### config.mk
export PLATFORM = sky130hd
export DESIGN_NAME = aou_isqrt
export DESIGN_NICKNAME = d
export VERILOG_FILES = /design/src/hw/rtl/aou_pkg.sv /design/src/hw/rtl/aou_isqrt.sv
export SDC_FILE = /design/constraint.sdc
export NUM_CORES = 2
export LEC_CHECK = 0
export BUFFER_PORTS_ARGS = -buffer_cell sky130_fd_sc_hd__buf_2
export CAP_MARGIN = 30
export CORE_ASPECT_RATIO = 0.5
export CORE_MARGIN = 2
export CORE_UTILIZATION = 30
export DETAILED_ROUTE_END_ITERATION = 8
export PLACE_DENSITY = 0.53
export SYNTH_ARGS = -nofsm -noshare
export SYNTH_HDL_FRONTEND = slang
export SYNTH_SLANG_ARGS = --single-unit
### constraint.sdc
create_clock -name clk -period 6.1 [get_ports clk]
set_input_delay 0.915 -clock clk [delete_from_list [all_inputs] [get_ports clk]]
set_output_delay 0.915 -clock clk [all_outputs]
set_load 0.02 [all_outputs]
### src/hw/rtl/aou_pkg.sv
// Adam update unit: shared constants, register codes and pipeline stage types.
// Used by aou_div, aou_isqrt, adam_optimizer_update_unit, adam_update_checker and tb; no dependencies.
package aou_pkg;

  localparam int NUM_PARAMS = 4096;
  localparam int IDX_W      = $clog2(NUM_PARAMS);
  localparam int DIV_STEPS  = 64;
  localparam int ISQ_STEPS  = 32;

  // configuration register indexes
  typedef logic [1:0] reg_index_t;
  localparam reg_index_t REG_LEARNING_RATE = 2'd0;
  localparam reg_index_t REG_BETA_FIRST    = 2'd1;
  localparam reg_index_t REG_BETA_SECOND   = 2'd2;
  localparam reg_index_t REG_EPSILON_TERM  = 2'd3;

  localparam logic [23:0] LR_RESET    = 24'd16777;
  localparam logic [15:0] BETA1_RESET = 16'd58982;
  localparam logic [15:0] BETA2_RESET = 16'd65470;
  localparam logic [31:0] EPS_RESET   = 32'd43;

  localparam logic [32:0] ONE_Q32  = 33'h1_0000_0000;
  localparam logic [63:0] VMAX     = 64'h0000_FFFF_FFFF_FFFF;
  localparam logic [63:0] STEP_CAP = 64'h0000_0002_0000_0000;

  // one restoring divider stage
  typedef struct packed {
    logic [63:0] rem;
    logic [63:0] lo;
    logic [63:0] quo;
    logic [63:0] dvs;
    logic        ovf;
  } div_stage_t;

  // one square root stage
  typedef struct packed {
    logic [63:0] x;
    logic [63:0] res;
  } isq_stage_t;

  // item context carried alongside the long arithmetic units
  typedef struct packed {
    logic             valid;
    logic [IDX_W-1:0] idx;
    logic [31:0]      cur;
    logic             msign;
    logic             sat;
    logic [63:0]      mhat;
    logic [4:0]       shr;
  } side_t;

endpackage

### src/hw/rtl/aou_isqrt.sv
// Pipelined integer square root of a 64-bit value, two radicand bits a stage.
// Depends on aou_pkg.
module aou_isqrt (
  input  logic        clk,
  input  logic        en,
  input  logic [63:0] radicand,
  output logic [63:0] root
);
  import aou_pkg::*;

  isq_stage_t st [ISQ_STEPS];
  isq_stage_t st_next [ISQ_STEPS];

  // one digit-by-digit step per stage, trial bit fixed by position
  always_comb begin
    isq_stage_t prev;
    logic [63:0] bitv;
    logic [63:0] trial;
    for (int k = 0; k < ISQ_STEPS; k++) begin
      if (k == 0) begin
        prev.x   = radicand;
        prev.res = '0;
      end else begin
        prev = st[k-1];
      end
      bitv  = 64'd1 << (62 - 2 * k);
      trial = prev.res + bitv;
      if (prev.x >= trial) begin
        st_next[k].x   = prev.x - trial;
        st_next[k].res = (prev.res >> 1) + bitv;
      end else begin
        st_next[k].x   = prev.x;
        st_next[k].res = prev.res >> 1;
      end
    end
  end

  always_ff @(posedge clk) begin
    if (en) begin
      st <= st_next;
    end
  end

  assign root = st[ISQ_STEPS-1].res;

endmodule

==> results.sh <==
export IMPL_status="finished clean"
export IMPL_yosys_warnings=0
export IMPL_rows=165
export IMPL_max_cap_violations=0
export IMPL_r2r_end="st[502]"
export IMPL_wirelength_um=258600
export IMPL_clk_pin_slew_worst_paths_ns=0.07
export IMPL_drt_iter0_drc=4891
export IMPL_pwr_share_seq_pct=48.7
export IMPL_clock_latency_ns=0.90
export IMPL_num_io_pins=130
export IMPL_start_util_pct=30.15
export IMPL_path_cells="ha_1 > or4b_1 > or4_1 > nor3_1 > or3b_1 > o211ai_2 > nor3_4 > buf_4 > inv_2 > o211ai_4 > nor4_2 > xor2_1"
export IMPL_r2r_cells=12
export IMPL_switchingPower_mw=14.37
export IMPL_core_um2=404200
export IMPL_yosysTopAreaCell="edfxtp_1"
export IMPL_p_clk_share_pct=28.9
export IMPL_crit_type="flop to flop"
export IMPL_layout_setup_ws_ns=1.508
export IMPL_fin_skew_ns=0.06904
export IMPL_p_sw_share_pct=29.72
export IMPL_fin_cells=15560
export IMPL_wl_per_cell_um=16.62
export IMPL_dp_cells=15170
export IMPL_p_leak_nw=49.63
export IMPL_power_density_nw_per_um2=356.3
export IMPL_ir_drop_uv=240.9
export IMPL_nFillCells=39490
export IMPL_ys_flop_type="edfxtp_1"
export IMPL_crit_path_max_fanout=59
export IMPL_h_tree_depth=4
export IMPL_max_clock_freq_ghz=0.2178
export IMPL_syn_area_um2=121900
export IMPL_drcViolationCount=0
export IMPL_vias=73520
export IMPL_cts_buffer_depth=4
export IMPL_ant_nets=0
export IMPL_holdPathStages=1
export IMPL_crit_slowest_cell="nor3_1"
export IMPL_hp_class="input port to flop"
export IMPL_final_nets=10590
export IMPL_antenna_found_initial=0
export IMPL_worstHoldStart="radicand[9]"
export IMPL_yosysSeqAreaShare_pct=61.89
export IMPL_report_final_slew_viol_count=0
export IMPL_die_x_um=905.4
export IMPL_p_comb_share_pct=22.5
export IMPL_pre_cts_ws_ns=1.485
export IMPL_gp_congestion=0.9093
export IMPL_cts_made_buffers=223
export IMPL_yosys_top_cells_area="edfxtp_1 62%, ha_1 5.7%, xnor2_1 3.5%"
export IMPL_root_buffer="clkbuf_16"
export IMPL_final_period_utilization_pct=75.28
export IMPL_worst_endpoint_arrival_ns=5.17
export IMPL_rrSetupSlack_ns=1.51
export IMPL_synth_edff_count=2512
export IMPL_cp_end_kind="flop"
export IMPL_tightestPinTransition_ns=1.026
export IMPL_ff_latch_area_um2=75430
export IMPL_syn_inst=9798
export IMPL_finalPower_mw=48.36
export IMPL_syn_to_final_growth_pct=11.35
export IMPL_post_cts_resized=0
export IMPL_dp_hpwl_um=194100
export IMPL_slew_headroom_pct=30.96
export IMPL_hold_slack_ns=0.1987
export IMPL_die_h_um=454.7
export IMPL_r2r_start="st[594]"
export IMPL_start_kind="flop"
export IMPL_hold_violations=0
export IMPL_hold_path_endpoint="st[4041]"
export IMPL_crit_buf_inv=2
export IMPL_final_setup_tns_ns=0
export IMPL_fin_crit_ns=4.592
export IMPL_die_area_um2=411700
export IMPL_grt_usage_pct=12.20
export IMPL_drive_gt1_share_pct=6.415
export IMPL_grt_start_max_net_pins=186
export IMPL_dr_pass1_iters=6
export IMPL_intPower_mw=33.98
export IMPL_grt_pass1_wl_um=409300
export IMPL_yosysTopAreaCellShare_pct=61.89
export IMPL_rsz0062_at_grt="false"
export IMPL_post_cts_buffers=0
export IMPL_io_buffers=97
export IMPL_multi_input_area_um2=42640
export IMPL_synthArstFlopShare_pct=0
export IMPL_critPathMaxStageDelay_ns=0.66
export IMPL_required_ns=6.67
export IMPL_numClockSinks=2512
export IMPL_synth_cell_types=102
export IMPL_syn_area_per_cell_um2=12.44
export IMPL_crit_start="st[594]"
export IMPL_crit_family="simple AND/OR/NAND/NOR gates"
export IMPL_grt_pass1_vias=75010
export IMPL_hold_buffers=0
export IMPL_gr_total_overflow=0
export IMPL_synth_seq_cells=2512
export IMPL_drt_vias_per_instance=4.725
export IMPL_tritoncts="yes"
export IMPL_setup_violations_final=0
[kinds of logic (layout without fill, tap and decap cells)]
group | Yosys count | count (layout) | share of synthesized area [%]
simple gates | 2920 | 2920 | 12.39
flops | 2512 | 2512 | 61.89
compound gates | 1859 | 1859 | 9.493
buf+inv | 969 | 1272 | 3.257
xor+xnor | 890 | 890 | 6.395
fa+ha+maj | 558 | 558 | 5.728
mux | 89 | 89 | 0.8459
other cells | 1 | 33 | 0.003077
[layout make-up]
type / instances / area share (%)
clock buffers: 271 / 4.292
flip-flops and latches: 2512 / 55.58
multi-input cells: 6348 / 31.42
clock inverters: 117 / 0.8131
inverters: 704 / 1.947
repair buffers: 180 / 0.9468
diodes: 1 / 0.001844
well taps: 5427 / 5.003
[stage by stage]
step / cell area, um^2 / util, %
2_1_floorplan: 122000 / -
3_3_place_gp: 128800 / 31.85
3_5_place_dp: 128800 / 31.86
4_1_cts: 135700 / 33.57
5_1_grt: 135700 / 33.57
6_report: 135700 / 33.57
[cells in the mapped netlist, types with 213 or more instances]
cell and instances:
edfxtp_1 2512, nor2_1 711, inv_1 698, a21oi_1 667
nand2_1 581, ha_1 558, xnor2_1 493, o21ai_0 408
xor2_1 397, nor4_1 334, nor3_1 275, a21o_1 213
[registers in the layout (all words and copies together), names as in the netlist]
register  count
st         2480
root         32
[worst max path at each step]
| stage | cells after the start | slack [ns] | to |
|---|---|---|---|
| 6_report | 12 | 1.51 | st[502] |
| 2_1_floorplan | 12 | 2.71 | st[503] |
| 4_1_cts | 12 | 1.45 | st[502] |
| 5_1_grt | 12 | 1.35 | st[502] |
| 3_3_place_gp | 12 | 1.51 | st[510] |
| 3_5_place_dp | 12 | 1.49 | st[502] |
[cell usage in the layout (no fill, tap or decap), types with 108 or more instances in the layout]
| master | count |
|---|---|
| nor4_1 | 332 |
| nand2_1 | 580 |
| clkbuf_16 | 226 |
| a21oi_1 | 667 |
| nor3_1 | 274 |
| xor2_1 | 397 |
| inv_1 | 697 |
| o21ai_0 | 408 |
| xnor2_1 | 493 |
| edfxtp_1 | 2512 |
| nand4_1 | 166 |
| a21o_1 | 212 |
| ha_1 | 558 |
| nor2_1 | 711 |
| nand2b_1 | 108 |
| nand3_1 | 169 |
[metal layers]
metal	part of all wire (%)	vias up	global-route usage, %
li1	-	36920	-
met5	0	-	0
met3	3.4	633	1.830
met1	43	34520	14.42
met4	5.3	0	5.808
met2	49	1440	21.89
[power by group through the flow]
stage	registers, mW	clock network (mW)	logic [mW]
after detailed placement	23.9	0	10.8
after global routing	23.8	15.1	12.2
final	23.5	14.0	10.9
after floorplan	23.2	0	8.17
after CTS	23.5	14.4	10.8
after global placement	23.8	0	10.7
No activity file was read; power rests on OpenSTA's default activity.
